==> config.mk <==
export PLATFORM = sky130hd
export DESIGN_NAME = hall_wheel_speed_pulse_meter_top
export DESIGN_NICKNAME = d
export VERILOG_FILES = /design/src/rtl/hwsm_pkg.sv /design/src/rtl/hwsm_queue.sv /design/src/rtl/hwsm_front.sv /design/src/rtl/hwsm_back.sv /design/src/rtl/hall_wheel_speed_pulse_meter_top.sv
export SDC_FILE = /design/constraint.sdc
export NUM_CORES = 2
export LEC_CHECK = 0
export BUFFER_PORTS_ARGS = -buffer_cell sky130_fd_sc_hd__clkbuf_2
export CAP_MARGIN = 10
export CORE_MARGIN = 3
export CORE_UTILIZATION = 60
export CTS_CLUSTER_DIAMETER = 40
export DETAILED_ROUTE_END_ITERATION = 10
export PLACE_DENSITY = 0.78
export SLEW_MARGIN = 10
export SYNTH_ARGS = -nofsm -noshare
export SYNTH_HDL_FRONTEND = slang
export SYNTH_HIERARCHICAL = 1
export SYNTH_SLANG_ARGS = --single-unit
==> constraint.sdc <==
create_clock -name clk -period 15 [get_ports clk]
set_input_delay 0.75 -clock clk [delete_from_list [all_inputs] [get_ports clk]]
set_output_delay 0.75 -clock clk [all_outputs]
set_load 0.03 [all_outputs]
==> src/rtl/hwsm_pkg.sv <==
// Shared constants, register indexes and inter-module types for the wheel speed pulse meter.
// No dependencies; every other rtl file refers to this package by scoped names.
`default_nettype none

package hwsm_pkg;

    // timestamp width in bits (range 33..64)
    localparam int TIME_BITS = 48;

    // microseconds per millisecond
    localparam int MS_DIV   = 1000;
    localparam int MS_REM_W = $clog2(MS_DIV);

    // divide by 1000 one 16-bit digit at a time: x = {rem, digit} < 1000 * 2^16,
    // digit quotient = (x * ceil(2^36 / 1000)) >> 36, exact over that range
    localparam int MS_DIG_W    = 16;
    localparam int MS_DIGITS   = (TIME_BITS + MS_DIG_W - 1) / MS_DIG_W;
    localparam int MS_PAD_W    = MS_DIGITS * MS_DIG_W;
    localparam int TCNT_W      = $clog2(MS_DIGITS);
    localparam int MS_X_W      = MS_REM_W + MS_DIG_W;
    localparam int MS_RECIP_SH = 36;
    localparam int MS_RECIP_W  = 27;
    localparam int MS_PROD_W   = MS_X_W + MS_RECIP_W;
    localparam logic [MS_RECIP_W-1:0] MS_RECIP = MS_RECIP_W'(68719477);

    localparam int SAMPLE_W = 16;
    localparam int THRESH_W = 15;
    localparam int MS_CFG_W = 16;
    localparam int MS_W     = 32;
    localparam int INT_W    = 32;
    localparam int NUM_W    = 40;
    localparam int DCNT_W   = $clog2(NUM_W);

    // configuration port
    localparam int CFG_IDX_W  = 4;
    localparam int CFG_DATA_W = NUM_W;

    typedef enum logic [CFG_IDX_W-1:0] {
        REG_FIELD_THRESHOLD  = 4'd0,
        REG_DEBOUNCE_MS      = 4'd1,
        REG_SPEED_TIMEOUT_MS = 4'd2,
        REG_SPEED_NUMERATOR  = 4'd3
    } reg_index_t;

    localparam logic [THRESH_W-1:0] THRESH_RESET   = THRESH_W'(500);
    localparam logic [MS_CFG_W-1:0] DEBOUNCE_RESET = MS_CFG_W'(125);
    localparam logic [MS_CFG_W-1:0] TIMEOUT_RESET  = MS_CFG_W'(3000);
    localparam logic [NUM_W-1:0]    NUM_RESET      = NUM_W'(1202826240);

    // depth of the queue between front and back
    localparam int QDEPTH = 2;
    localparam int QPTR_W = (QDEPTH > 1) ? $clog2(QDEPTH) : 1;
    localparam int QCNT_W = $clog2(QDEPTH + 1);

    // settings the front needs
    typedef struct packed {
        logic [THRESH_W-1:0] field_threshold;
        logic [MS_CFG_W-1:0] min_gap_ms;
        logic [MS_CFG_W-1:0] speed_timeout_ms;
    } front_cfg_t;

    // one classified sample, front to back
    typedef struct packed {
        logic             pulse;
        logic             first;
        logic [INT_W-1:0] interval;
        logic             do_div;
    } job_t;

endpackage

`default_nettype wire

==> src/rtl/hwsm_queue.sv <==
// Short FIFO of classified jobs between the front and back sections.
// Uses hwsm_pkg for the job type and depth.
`default_nettype none

module hwsm_queue (
    input  wire logic          clk,
    input  wire logic          rst_n,
    input  wire logic          push,
    input  hwsm_pkg::job_t     wr_data,
    output logic               full,
    input  wire logic          pop,
    output hwsm_pkg::job_t     rd_data,
    output logic               empty
);

    hwsm_pkg::job_t                  mem [hwsm_pkg::QDEPTH];
    logic [hwsm_pkg::QPTR_W-1:0]     wr_ptr_reg, wr_ptr_next;
    logic [hwsm_pkg::QPTR_W-1:0]     rd_ptr_reg, rd_ptr_next;
    logic [hwsm_pkg::QCNT_W-1:0]     cnt_reg, cnt_next;
    logic                            do_wr, do_rd;

    assign full    = (cnt_reg == hwsm_pkg::QCNT_W'(hwsm_pkg::QDEPTH));
    assign empty   = (cnt_reg == '0);
    assign do_wr   = push && !full;
    assign do_rd   = pop && !empty;
    assign rd_data = mem[rd_ptr_reg];

    always_comb
    begin
        wr_ptr_next = wr_ptr_reg;
        rd_ptr_next = rd_ptr_reg;
        cnt_next    = cnt_reg;
        if (do_wr)
        begin
            wr_ptr_next = (wr_ptr_reg == hwsm_pkg::QPTR_W'(hwsm_pkg::QDEPTH - 1)) ?
                          '0 : wr_ptr_reg + 1'b1;
        end
        if (do_rd)
        begin
            rd_ptr_next = (rd_ptr_reg == hwsm_pkg::QPTR_W'(hwsm_pkg::QDEPTH - 1)) ?
                          '0 : rd_ptr_reg + 1'b1;
        end
        if (do_wr && !do_rd)
        begin
            cnt_next = cnt_reg + 1'b1;
        end
        else if (do_rd && !do_wr)
        begin
            cnt_next = cnt_reg - 1'b1;
        end
    end

    always_ff @(posedge clk or negedge rst_n)
    begin
        if (!rst_n)
        begin
            wr_ptr_reg <= '0;
            rd_ptr_reg <= '0;
            cnt_reg    <= '0;
        end
        else
        begin
            wr_ptr_reg <= wr_ptr_next;
            rd_ptr_reg <= rd_ptr_next;
            cnt_reg    <= cnt_next;
        end
    end

    always_ff @(posedge clk)
    begin
        if (do_wr)
        begin
            mem[wr_ptr_reg] <= wr_data;
        end
    end

endmodule

`default_nettype wire

==> src/rtl/hwsm_front.sv <==
// Front section: accepts samples, derives millisecond time with a digit-wise reciprocal
// multiply by 1/1000, qualifies pulses and keeps the pulse/interval state. Uses hwsm_pkg.
`default_nettype none

module hwsm_front (
    input  wire logic                               clk,
    input  wire logic                               rst_n,
    input  wire logic                               push,
    output logic                                    full,
    input  wire logic signed [hwsm_pkg::SAMPLE_W-1:0] field_sample,
    input  wire logic [hwsm_pkg::TIME_BITS-1:0]     time_us,
    input  hwsm_pkg::front_cfg_t                    cfg,
    output logic                                    job_push,
    output hwsm_pkg::job_t                          job,
    input  wire logic                               job_full
);

    typedef enum logic [3:0] {
        F_IDLE = 4'b0001,
        F_MUL  = 4'b0010,
        F_SUB  = 4'b0100,
        F_DONE = 4'b1000
    } front_state_t;

    localparam int TB = hwsm_pkg::TIME_BITS;
    localparam int PW = hwsm_pkg::MS_PAD_W;
    localparam int DW = hwsm_pkg::MS_DIG_W;

    front_state_t                         state_reg, state_next;
    logic [hwsm_pkg::TCNT_W-1:0]          cnt_reg, cnt_next;
    logic [PW-1:0]                        quo_reg, quo_next;
    logic [hwsm_pkg::MS_REM_W-1:0]        rem_reg, rem_next;
    logic [DW-1:0]                        q_reg, q_next;
    logic [TB-1:0]                        time_reg;
    logic signed [hwsm_pkg::SAMPLE_W-1:0] sample_reg;

    logic                                 was_above_reg, have_cross_reg, have_int_reg;
    logic [TB-1:0]                        prev_cross_reg;
    logic [hwsm_pkg::MS_W-1:0]            last_ms_reg;
    logic [hwsm_pkg::INT_W-1:0]           stored_int_reg;

    logic [hwsm_pkg::MS_X_W-1:0]          x_cur, x_back;
    logic [hwsm_pkg::MS_PROD_W-1:0]       prod;
    logic [hwsm_pkg::MS_W-1:0]            now_ms, since, age, last_ms_new;
    logic [hwsm_pkg::SAMPLE_W-1:0]        mag;
    logic                                 above, pulse, first, have_int_new;
    logic [TB-1:0]                        delta;
    logic [hwsm_pkg::INT_W-1:0]           delta_sat, int_new;
    logic                                 commit;

    assign full = (state_reg != F_IDLE);

    // long division by 1000 in 16-bit digits: multiply step (F_MUL), then remainder step (F_SUB)
    assign x_cur  = {rem_reg, quo_reg[PW-1:PW-DW]};
    assign prod   = hwsm_pkg::MS_PROD_W'(x_cur) * hwsm_pkg::MS_PROD_W'(hwsm_pkg::MS_RECIP);
    assign q_next = prod[hwsm_pkg::MS_RECIP_SH+DW-1:hwsm_pkg::MS_RECIP_SH];
    assign x_back = x_cur - (hwsm_pkg::MS_X_W'(q_reg) * hwsm_pkg::MS_X_W'(hwsm_pkg::MS_DIV));

    // classification, evaluated once the quotient is complete
    assign now_ms = quo_reg[hwsm_pkg::MS_W-1:0];
    assign mag    = sample_reg[hwsm_pkg::SAMPLE_W-1] ?
                    hwsm_pkg::SAMPLE_W'(-sample_reg) : hwsm_pkg::SAMPLE_W'(sample_reg);
    assign above  = (mag > hwsm_pkg::SAMPLE_W'(cfg.field_threshold));
    assign since  = now_ms - last_ms_reg;
    assign pulse  = above && !was_above_reg &&
                    (!have_cross_reg || (since >= hwsm_pkg::MS_W'(cfg.min_gap_ms)));
    assign first  = pulse && !have_cross_reg;

    assign delta     = time_reg - prev_cross_reg;
    assign delta_sat = (|delta[TB-1:hwsm_pkg::INT_W]) ? '1 : delta[hwsm_pkg::INT_W-1:0];

    assign int_new      = (pulse && have_cross_reg) ? delta_sat : stored_int_reg;
    assign have_int_new = have_int_reg || (pulse && have_cross_reg);
    assign last_ms_new  = pulse ? now_ms : last_ms_reg;
    assign age          = now_ms - last_ms_new;

    assign commit   = (state_reg == F_DONE) && !job_full;
    assign job_push = commit;

    always_comb
    begin
        job.pulse    = pulse;
        job.first    = first;
        job.interval = int_new;
        // have_cross is set whenever an interval exists
        job.do_div   = have_int_new && (int_new != '0) &&
                       (age <= hwsm_pkg::MS_W'(cfg.speed_timeout_ms));
    end

    always_comb
    begin
        state_next = state_reg;
        cnt_next   = cnt_reg;
        quo_next   = quo_reg;
        rem_next   = rem_reg;
        unique case (state_reg)
            F_IDLE:
            begin
                if (push)
                begin
                    quo_next   = PW'(time_us);
                    rem_next   = '0;
                    cnt_next   = '0;
                    state_next = F_MUL;
                end
            end
            F_MUL:
            begin
                state_next = F_SUB;
            end
            F_SUB:
            begin
                quo_next = {quo_reg[PW-DW-1:0], q_reg};
                rem_next = x_back[hwsm_pkg::MS_REM_W-1:0];
                cnt_next = cnt_reg + 1'b1;
                if (cnt_reg == hwsm_pkg::TCNT_W'(hwsm_pkg::MS_DIGITS - 1))
                begin
                    state_next = F_DONE;
                end
                else
                begin
                    state_next = F_MUL;
                end
            end
            F_DONE:
            begin
                if (!job_full)
                begin
                    state_next = F_IDLE;
                end
            end
            default:
            begin
                state_next = F_IDLE;
            end
        endcase
    end

    always_ff @(posedge clk or negedge rst_n)
    begin
        if (!rst_n)
        begin
            state_reg      <= F_IDLE;
            cnt_reg        <= '0;
            was_above_reg  <= 1'b0;
            have_cross_reg <= 1'b0;
            have_int_reg   <= 1'b0;
            prev_cross_reg <= '0;
            last_ms_reg    <= '0;
            stored_int_reg <= '0;
        end
        else
        begin
            state_reg <= state_next;
            cnt_reg   <= cnt_next;
            if (commit)
            begin
                was_above_reg  <= above;
                have_cross_reg <= have_cross_reg || pulse;
                have_int_reg   <= have_int_new;
                stored_int_reg <= int_new;
                last_ms_reg    <= last_ms_new;
                if (pulse)
                begin
                    prev_cross_reg <= time_reg;
                end
            end
        end
    end

    always_ff @(posedge clk)
    begin
        quo_reg <= quo_next;
        rem_reg <= rem_next;
        q_reg   <= q_next;
        if ((state_reg == F_IDLE) && push)
        begin
            time_reg   <= time_us;
            sample_reg <= field_sample;
        end
    end

endmodule

`default_nettype wire

==> src/rtl/hwsm_back.sv <==
// Back section: divides the speed numerator by the interval one bit per cycle
// and holds the finished word in the output register. Uses hwsm_pkg.
`default_nettype none

module hwsm_back (
    input  wire logic                         clk,
    input  wire logic                         rst_n,
    input  wire logic [hwsm_pkg::NUM_W-1:0]   numerator,
    input  wire logic                         job_empty,
    input  hwsm_pkg::job_t                    job,
    output logic                              job_pop,
    output logic                              empty,
    input  wire logic                         pop,
    output logic                              pulse_seen,
    output logic                              first_pulse,
    output logic [hwsm_pkg::INT_W-1:0]        interval_us,
    output logic [hwsm_pkg::NUM_W-1:0]        speed_q8
);

    typedef enum logic [2:0] {
        B_IDLE = 3'b001,
        B_DIV  = 3'b010,
        B_DONE = 3'b100
    } back_state_t;

    localparam int NW = hwsm_pkg::NUM_W;
    localparam int IW = hwsm_pkg::INT_W;

    back_state_t                  state_reg, state_next;
    logic [hwsm_pkg::DCNT_W-1:0]  cnt_reg, cnt_next;
    logic [NW-1:0]                quo_reg, quo_next;
    logic [IW-1:0]                rem_reg, rem_next;
    hwsm_pkg::job_t               job_reg;
    logic                         out_valid_reg, out_valid_next;
    logic [IW:0]                  trial;
    logic                         trial_ge;
    logic                         load_out;

    assign trial    = {rem_reg, quo_reg[NW-1]};
    assign trial_ge = (trial >= {1'b0, job_reg.interval});

    assign job_pop  = (state_reg == B_IDLE) && !job_empty;
    assign load_out = (state_reg == B_DONE) && (!out_valid_reg || pop);
    assign empty    = !out_valid_reg;

    always_comb
    begin
        state_next = state_reg;
        cnt_next   = cnt_reg;
        quo_next   = quo_reg;
        rem_next   = rem_reg;
        unique case (state_reg)
            B_IDLE:
            begin
                if (!job_empty)
                begin
                    cnt_next   = '0;
                    rem_next   = '0;
                    quo_next   = job.do_div ? numerator : '0;
                    state_next = job.do_div ? B_DIV : B_DONE;
                end
            end
            B_DIV:
            begin
                quo_next = {quo_reg[NW-2:0], trial_ge};
                rem_next = trial_ge ? IW'(trial - {1'b0, job_reg.interval}) : trial[IW-1:0];
                cnt_next = cnt_reg + 1'b1;
                if (cnt_reg == hwsm_pkg::DCNT_W'(NW - 1))
                begin
                    state_next = B_DONE;
                end
            end
            B_DONE:
            begin
                if (!out_valid_reg || pop)
                begin
                    state_next = B_IDLE;
                end
            end
            default:
            begin
                state_next = B_IDLE;
            end
        endcase
    end

    always_comb
    begin
        out_valid_next = out_valid_reg;
        if (load_out)
        begin
            out_valid_next = 1'b1;
        end
        else if (pop)
        begin
            out_valid_next = 1'b0;
        end
    end

    always_ff @(posedge clk or negedge rst_n)
    begin
        if (!rst_n)
        begin
            state_reg     <= B_IDLE;
            cnt_reg       <= '0;
            out_valid_reg <= 1'b0;
        end
        else
        begin
            state_reg     <= state_next;
            cnt_reg       <= cnt_next;
            out_valid_reg <= out_valid_next;
        end
    end

    always_ff @(posedge clk)
    begin
        quo_reg <= quo_next;
        rem_reg <= rem_next;
        if (job_pop)
        begin
            job_reg <= job;
        end
        if (load_out)
        begin
            pulse_seen  <= job_reg.pulse;
            first_pulse <= job_reg.first;
            interval_us <= job_reg.interval;
            speed_q8    <= quo_reg;
        end
    end

endmodule

`default_nettype wire

==> src/rtl/hall_wheel_speed_pulse_meter_top.sv <==
// Top level of the wheel speed pulse meter: configuration registers, front, queue, back.
// Depends on hwsm_pkg, hwsm_front, hwsm_queue and hwsm_back.
//
// Usage:
//   Input side is a queue: a sample word (field_sample, time_us) is taken on a
//   clock edge with push high and full low. Result side is a queue: while empty
//   is low the oldest result word is on pulse_seen/first_pulse/interval_us/
//   speed_q8 and is taken on an edge with pop high.
//   Config port: cfg_valid/cfg_ready with cfg_index and cfg_data; cfg_ready is
//   always high. Index 0 threshold, 1 debounce ms, 2 timeout ms, 3 numerator;
//   other indexes are ignored. Write only while the block is idle.
//   Flow: the front takes a new sample only once the last one has left it; its
//   divide by 1000 runs a multiply step and a remainder step per 16-bit digit,
//   then waits for room in the queue. The back takes a new word only after the
//   last is done, and runs its NUM_W-bit speed divide only for a word needing it.
//   A two-word queue sits between front and back, and the back holds one
//   finished word in its output register, so a stalled receiver does not stop
//   sample intake until those fill; then full stays high.
//   Reset: configuration returns to its defaults, pulse state is cleared and
//   both queues are empty; no clearing pass is needed.
`default_nettype none

module hall_wheel_speed_pulse_meter_top (
    input  wire logic                                 clk,
    input  wire logic                                 rst_n,
    input  wire logic                                 push,
    output logic                                      full,
    input  wire logic signed [hwsm_pkg::SAMPLE_W-1:0] field_sample,
    input  wire logic [hwsm_pkg::TIME_BITS-1:0]       time_us,
    output logic                                      empty,
    input  wire logic                                 pop,
    output logic                                      pulse_seen,
    output logic                                      first_pulse,
    output logic [hwsm_pkg::INT_W-1:0]                interval_us,
    output logic [hwsm_pkg::NUM_W-1:0]                speed_q8,
    input  wire logic                                 cfg_valid,
    output logic                                      cfg_ready,
    input  wire logic [hwsm_pkg::CFG_IDX_W-1:0]       cfg_index,
    input  wire logic [hwsm_pkg::CFG_DATA_W-1:0]      cfg_data
);

    logic [hwsm_pkg::THRESH_W-1:0] thresh_reg;
    logic [hwsm_pkg::MS_CFG_W-1:0] debounce_reg;
    logic [hwsm_pkg::MS_CFG_W-1:0] timeout_reg;
    logic [hwsm_pkg::NUM_W-1:0]    num_reg;
    hwsm_pkg::front_cfg_t          front_cfg;

    logic                          fq_push, fq_full, fq_pop, fq_empty;
    hwsm_pkg::job_t                fq_wr, fq_rd;

    assign cfg_ready = 1'b1;

    always_ff @(posedge clk or negedge rst_n)
    begin
        if (!rst_n)
        begin
            thresh_reg   <= hwsm_pkg::THRESH_RESET;
            debounce_reg <= hwsm_pkg::DEBOUNCE_RESET;
            timeout_reg  <= hwsm_pkg::TIMEOUT_RESET;
            num_reg      <= hwsm_pkg::NUM_RESET;
        end
        else if (cfg_valid && cfg_ready)
        begin
            unique case (cfg_index)
                hwsm_pkg::REG_FIELD_THRESHOLD:
                    thresh_reg <= cfg_data[hwsm_pkg::THRESH_W-1:0];
                hwsm_pkg::REG_DEBOUNCE_MS:
                    debounce_reg <= cfg_data[hwsm_pkg::MS_CFG_W-1:0];
                hwsm_pkg::REG_SPEED_TIMEOUT_MS:
                    timeout_reg <= cfg_data[hwsm_pkg::MS_CFG_W-1:0];
                hwsm_pkg::REG_SPEED_NUMERATOR:
                    num_reg <= cfg_data[hwsm_pkg::NUM_W-1:0];
                default:
                begin
                end
            endcase
        end
    end

    always_comb
    begin
        front_cfg.field_threshold  = thresh_reg;
        front_cfg.min_gap_ms       = debounce_reg;
        front_cfg.speed_timeout_ms = timeout_reg;
    end

    hwsm_front u_front (
        .clk          (clk),
        .rst_n        (rst_n),
        .push         (push),
        .full         (full),
        .field_sample (field_sample),
        .time_us      (time_us),
        .cfg          (front_cfg),
        .job_push     (fq_push),
        .job          (fq_wr),
        .job_full     (fq_full)
    );

    hwsm_queue u_queue (
        .clk     (clk),
        .rst_n   (rst_n),
        .push    (fq_push),
        .wr_data (fq_wr),
        .full    (fq_full),
        .pop     (fq_pop),
        .rd_data (fq_rd),
        .empty   (fq_empty)
    );

    hwsm_back u_back (
        .clk         (clk),
        .rst_n       (rst_n),
        .numerator   (num_reg),
        .job_empty   (fq_empty),
        .job         (fq_rd),
        .job_pop     (fq_pop),
        .empty       (empty),
        .pop         (pop),
        .pulse_seen  (pulse_seen),
        .first_pulse (first_pulse),
        .interval_us (interval_us),
        .speed_q8    (speed_q8)
    );

    // first pulse flag only rides on an accepted pulse
    a_first_needs_pulse: assert property (@(posedge clk) disable iff (!rst_n)
        !empty && first_pulse |-> pulse_seen)
        else $error("first_pulse without pulse_seen");

    // a nonzero speed needs a nonzero recorded interval
    a_speed_needs_interval: assert property (@(posedge clk) disable iff (!rst_n)
        !empty && (speed_q8 != '0) |-> (interval_us != '0))
        else $error("speed reported with zero interval");

    // the front is busy right after taking a sample
    a_busy_after_accept: assert property (@(posedge clk) disable iff (!rst_n)
        push && !full |=> full)
        else $error("front ready again right after accepting a word");

endmodule

`default_nettype wire

Word level (Yosys, flattened, before mapping)
Memories as Yosys holds them, arrays and structs flattened.
Index checks and enable logic that the tools add are counted.
{"block": "op_classes", "n_shift": 0, "n_mux": 35, "div_mod_pow": 0, "multipliers": 2, "n_reduce_logical": 42, "addsub": 12, "bitwise_logic": 0, "magnitude_cmp": 4, "n_eq_ne": 19}
{"cell": "$mux 32", "count": 5}
{"cell": "$pmux 48 s2", "count": 1}
{"cell": "$sub 32x32->32", "count": 3}
{"cell": "$mux 40", "count": 2}
{"cell": "$pmux 40 s2", "count": 1}
{"cell": "$pmux 32 s2", "count": 1}
{"cell": "$mul 26x27->52 const B", "count": 1}
{"cell": "$mux 48", "count": 1}
{"cell": "$sub 48x48->48", "count": 1}
{"cell": "$ge 33x32->1", "count": 1}
{"cell": "$ge 32x16->1", "count": 1}
{"cell": "$le 32x16->1", "count": 1}
{"cell": "$reduce_bool 32->1", "count": 1}
{"cell": "$pmux 10 s2", "count": 1}
{"cell": "$gt 16x15->1", "count": 1}
{"cell": "$mul 16x7->7 const B", "count": 1}
{"cell": "$mux 16", "count": 1}
{"cell": "$neg 16->16", "count": 1}
{"cell": "$pmux 4 s4", "count": 1}
{"cell": "$reduce_and 2->1", "count": 8}
{"cell": "$reduce_or 16->1", "count": 1}
{"cell": "$logic_and 1x1->1", "count": 14}
{"cell": "$eq 4x2->1 const B", "count": 3}
{"cell": "$mux 3", "count": 4}
{"cell": "30 further kinds", "count": 58}
{"block": "totals", "latch_bits": 0, "ram_bits": 70, "mem_bits_ro": 0, "memories": 1, "regBits": 540, "inputBits": 113, "word_cells": 147, "output_inout_bits": 77}
{"name": "u_queue.mem", "depth": 2, "word_bits": 35, "read_ports": 1, "rd_clocked_by_memory_dff": 0, "wr": 1, "line_no": "hwsm_queue.sv:16", "source": "hwsm_pkg::job_t mem [hwsm_pkg::QDEPTH];"}

Longest topological paths before layout
{"block": "logic_depth", "ltp_word": 10, "ltp_mapped": 46, "ltp_nobuf": 46}

Cells and area by module
Netlist, hierarchy kept.
{"mod": "hwsm_front", "n_inst": 1, "seq_area_each_um2": 7013.0, "area_per_inst_um2": 28875.2, "cells_per_inst": 3013}
{"mod": "hwsm_back", "n_inst": 1, "seq_area_each_um2": 5656.7, "area_per_inst_um2": 8966.1, "cells_per_inst": 744}
{"mod": "hall_wheel_speed_pulse_meter_top", "n_inst": 1, "seq_area_each_um2": 2215.9, "area_per_inst_um2": 3415.8, "cells_per_inst": 190}
{"mod": "hwsm_queue", "n_inst": 1, "seq_area_each_um2": 2202.1, "area_per_inst_um2": 2872.8, "cells_per_inst": 128}

Least setup slack after synthesis
No wires, ideal clock.
{"block": "synth_path", "kind": "register to register", "from": "register u_front.quo_reg[0]", "to": "memory u_queue/mem[0][0] (netlist bit), data pin", "setup_time_ns": 0.197, "t_arrival_ns": 7.698, "required_ns": 14.803, "path_stages_with_launch": 47, "path_slack_ns": 7.105, "n_path_buf": 0, "cell_sequence": "edfxtp_1 > inv_1 > ha_1 > fa_1 > nand2b_1 > a21oi_1 > o21ai_0 > nand2b_1 > a21o_1 > a21oi_1 > xnor2_1 > ha_1 > and3_1 > a221o_1 > o21ai_0 > o2111ai_1 > nor4_1 > nand4_1 > [... 11 more ...] > o31ai_1 > nor2b_1 > o21ai_0 > nand2b_1 > a21o_1 > a21oi_1 > xnor2_1 > ha_1 > a21o_1 > a21o_1 > a21oi_1 > o21ai_0 > a21oi_1 > o21ai_0 > nand4b_1 > nor4_1 > o2111ai_1 > nor4_1"}
{"element": "from (decl)", "line_no": "hwsm_front.sv:31", "source": "logic [PW-1:0] quo_reg, quo_next;"}
{"element": "from (signal assigned)", "line_no": "hwsm_front.sv:173", "source": "quo_reg <= quo_next;"}
{"element": "to (decl)", "line_no": "hwsm_queue.sv:16"}

==> results.tsv <==
stage	metric	value	unit
status	outcome	completed	
cells_and_area	multi_input_area	24320	µm²
clocking	cts_resized	0	
synthesis	avgSynthCellArea	10.83	µm²
clocking	cts_tree	built	
critical_path	r2r_start	u_front/quo_reg[5]	
sta	slew_violations	0	
global_routing	gr-usage-all-layers	0.2880	
routing	wl_per_cell	20.84	µm
floorplanning	die_height	277.2	µm
sta	hold_slack	114.9	ps
clocking	post-cts-setup-buffer-count	0	
clocking	htree_levels	3	
cells_and_area	final_cells	5298	
global_routing	grt_pass1_wl	175200	µm
sta	setup_tns	0	ps
sta	worstMarginPinSlew	1051	ps
global_routing	grt_util_met3	0.04890	
place	placed_cells	5110	
critical_path	slowest_delay	590	ps
routing	vias	31070	
critical_path	cp-endpoint	u_queue/mem[0][0]	
synthesis	yosysMostFrequentCell	inv_1	
floorplanning	die_area	76840	µm²
clocking	worstSkewPairLatency	670	ps
cells_and_area	seq_area	17090	µm²
synthesis	ys_top_cells_by_count	549 x inv_1, 475 x ha_1, 376 x nand2_1, 372 x edfxtp_1, 220 x fa_1	
global_routing	groute.layer.met1.usage	0.3687	
cells_and_area	drive_above_1_share	0.1612	
critical_path	r2r_slack	4950	ps
critical_path	cp.arrival	10470	ps
critical_path	crit_path_top_delay_cell	nor4_1	
synthesis	synthCells	4075	
global_routing	grt_antenna_before_repair	21	
synthesis	synth_cell_types	120	
synthesis	netlist_area	44130	µm²
floorplanning	fp-row-count	98	
synthesis	ys_warn_count	6	
sta	hold_viol	0	
cells_and_area	largest_reg_flops	70	
cells_and_area	fin_nets	5064	
cells_and_area	largest_register	u_queue/mem	
global_routing	grt_max_degree	103	
clocking	clock-root-buffer	clkbuf_16	
synthesis	synth_area_leaders	edfxtp_1 25%, ha_1 13%, dfrtp_1 11%	
synthesis	ys_seq_elements	610	
sta	finalCritPeriodShare	0.6699	
place	dp_hpwl	84990	µm
global_routing	first_global_vias	31550	
critical_path	setup.worst_path.class	register to register	
critical_path	critPathRequiredTime	15430	ps
min_path	hold_path_class	input port to async pin	
clocking	cts_buffers	93	
critical_path	r2r-end	u_queue/mem[0][0]	
synthesis	netlist.top_cell.by_area	edfxtp_1	
global_routing	busiest_layer	met2	
sta	maxSlewHeadroom	0.2996	
sta	setup_viol	0	
synthesis	synth_edf_count	372	
critical_path	crit_path_frequent_cell	a21oi_1	
critical_path	crit_start	u_front/quo_reg[5]	
floorplanning	fp.dieW	277.2	µm
synthesis	syn-num-nets	4883	
run	cap_viol_max_count	0	
critical_path	path_max_fanout	61	
floorplanning	core_area	72220	µm²
synthesis	synthFlopType	edfxtp_1	
synthesis	ys_seq_area_frac	0.3872	
sta	clock_skew	84.25	ps
cells_and_area	fill_cells	5420	
routing	viasPerCell	5.864	
routing	firstDrtPassIters	7	
floorplanning	ioPinCount	190	
routing	ant_nets	0	
clocking	cts.sinks	610	
routing	drt_iter0_drc	2172	
critical_path	startpoint_type	register	
global_routing	grt_util_met2	0.4928	
critical_path	critPathCaptureType	register	
clocking	clkSlewWorstSetupHoldPaths	50	ps
global_routing	grt_overflow	0	
clocking	ctsHoldBuffers	0	
synthesis	synthArstFlopShare	0.3639	
sta	finalCriticalPeriod	10050	ps
place	routabilityCongestion	0.9646	
synthesis	synth_top_area_frac	0.2531	
floorplanning	initial_utilization	0.6110	
critical_path	reg2reg_depth	44	
sta	fmax	99.52	MHz
routing	drt_wl_total	110400	µm
routing	drc	0	
clocking	cts_buffer_depth	3	
cells_and_area	area_delta_synth_final	11.30	%
place	io_buffer_count	188	
sta	rsz0062_at_grt	false	
[worst max-delay path, delay by kind of cell, from the launching register on]
family,cells,cell delay [ps]
buf+inv,2,340
compound gates,22,4400
fa+ha+maj,4,1210
flops,1,500
xor+xnor,2,250
simple gates,14,3140
[cell usage in the layout, fill, tap and decap left out, types with 12 or more instances in the layout]
master	instances
inv_1	548
ha_1	475
nand2_1	372
edfxtp_1	372
fa_1	220
a21oi_1	206
nor2_1	192
dfrtp_1	188
clkbuf_2	187
mux2_2	176
o21ai_0	128
xnor2_1	103
clkbuf_16	94
nand3_1	83
a21o_1	69
mux2_4	50
nand2b_1	49
xor2_1	49
nand4_1	38
nor3_1	38
nor2b_1	34
mux2i_1	34
dfstp_2	33
o21a_1	32
and3_1	26
a31oi_1	26
o22a_1	26
buf_4	19
nor4_1	19
o211ai_1	19
a211oi_1	17
o21bai_1	17
o21ai_1	16
dfxtp_1	16
clkinv_2	15
or3_1	14
and2_1	13
mux2_1	12
or2_2	12
[logic make-up after synthesis]
group / synth area share
flops: 0.3872
fa+ha+maj: 0.2345
mux: 0.07270
buf+inv: 0.06260
compound gates: 0.1071
other cells: 0.00008498
xor+xnor: 0.03017
simple gates: 0.1056
[per-layer routing]
metal / wire, µm / vias to the layer above / share of wire
li1: - / 14650 / -
met1: 45630 / 15230 / 0.41
met2: 54270 / 936 / 0.49
met3: 6409 / 232 / 0.058
met4: 3909 / 22 / 0.035
met5: 174 / - / 0.0016
[how the worst min path moves through the flow]
stage                     cells after the start                from  slack [ps]                    to
final                                         1               rst_n         110  u_front/state_reg[3]
after global routing                          1               rst_n         170  u_front/state_reg[1]
after CTS                                     1               rst_n         150  u_front/state_reg[3]
after detailed placement                      0  u_back/job_reg[34]         410     u_back/pulse_seen
after global placement                        0  u_back/job_reg[34]         400     u_back/pulse_seen
after floorplan                               0  u_back/job_reg[33]         400    u_back/first_pulse
[per-stage QoR]
stage	utilization	setup slack [ps]	cell area, µm²
after floorplan	-	7105	44130
after global placement	0.6335	5323	45750
after detailed placement	0.6335	5079	45750
after CTS	0.6794	5034	49070
after global routing	0.6798	4037	49100
final	0.6801	4952	49110
[final cells by class]
cell class	instances	area share
antenna	11	0.0005605
clock inverter	66	0.01735
multi-input combinational	2793	0.4951
tap	950	0.02420
timing repair buffer	208	0.02267
sequential	610	0.3479
clock buffer	110	0.05013
inverter	550	0.04203
Power is not shown: default switching activity piles up to over one toggle a cycle in this logic, so the estimate is an artifact.
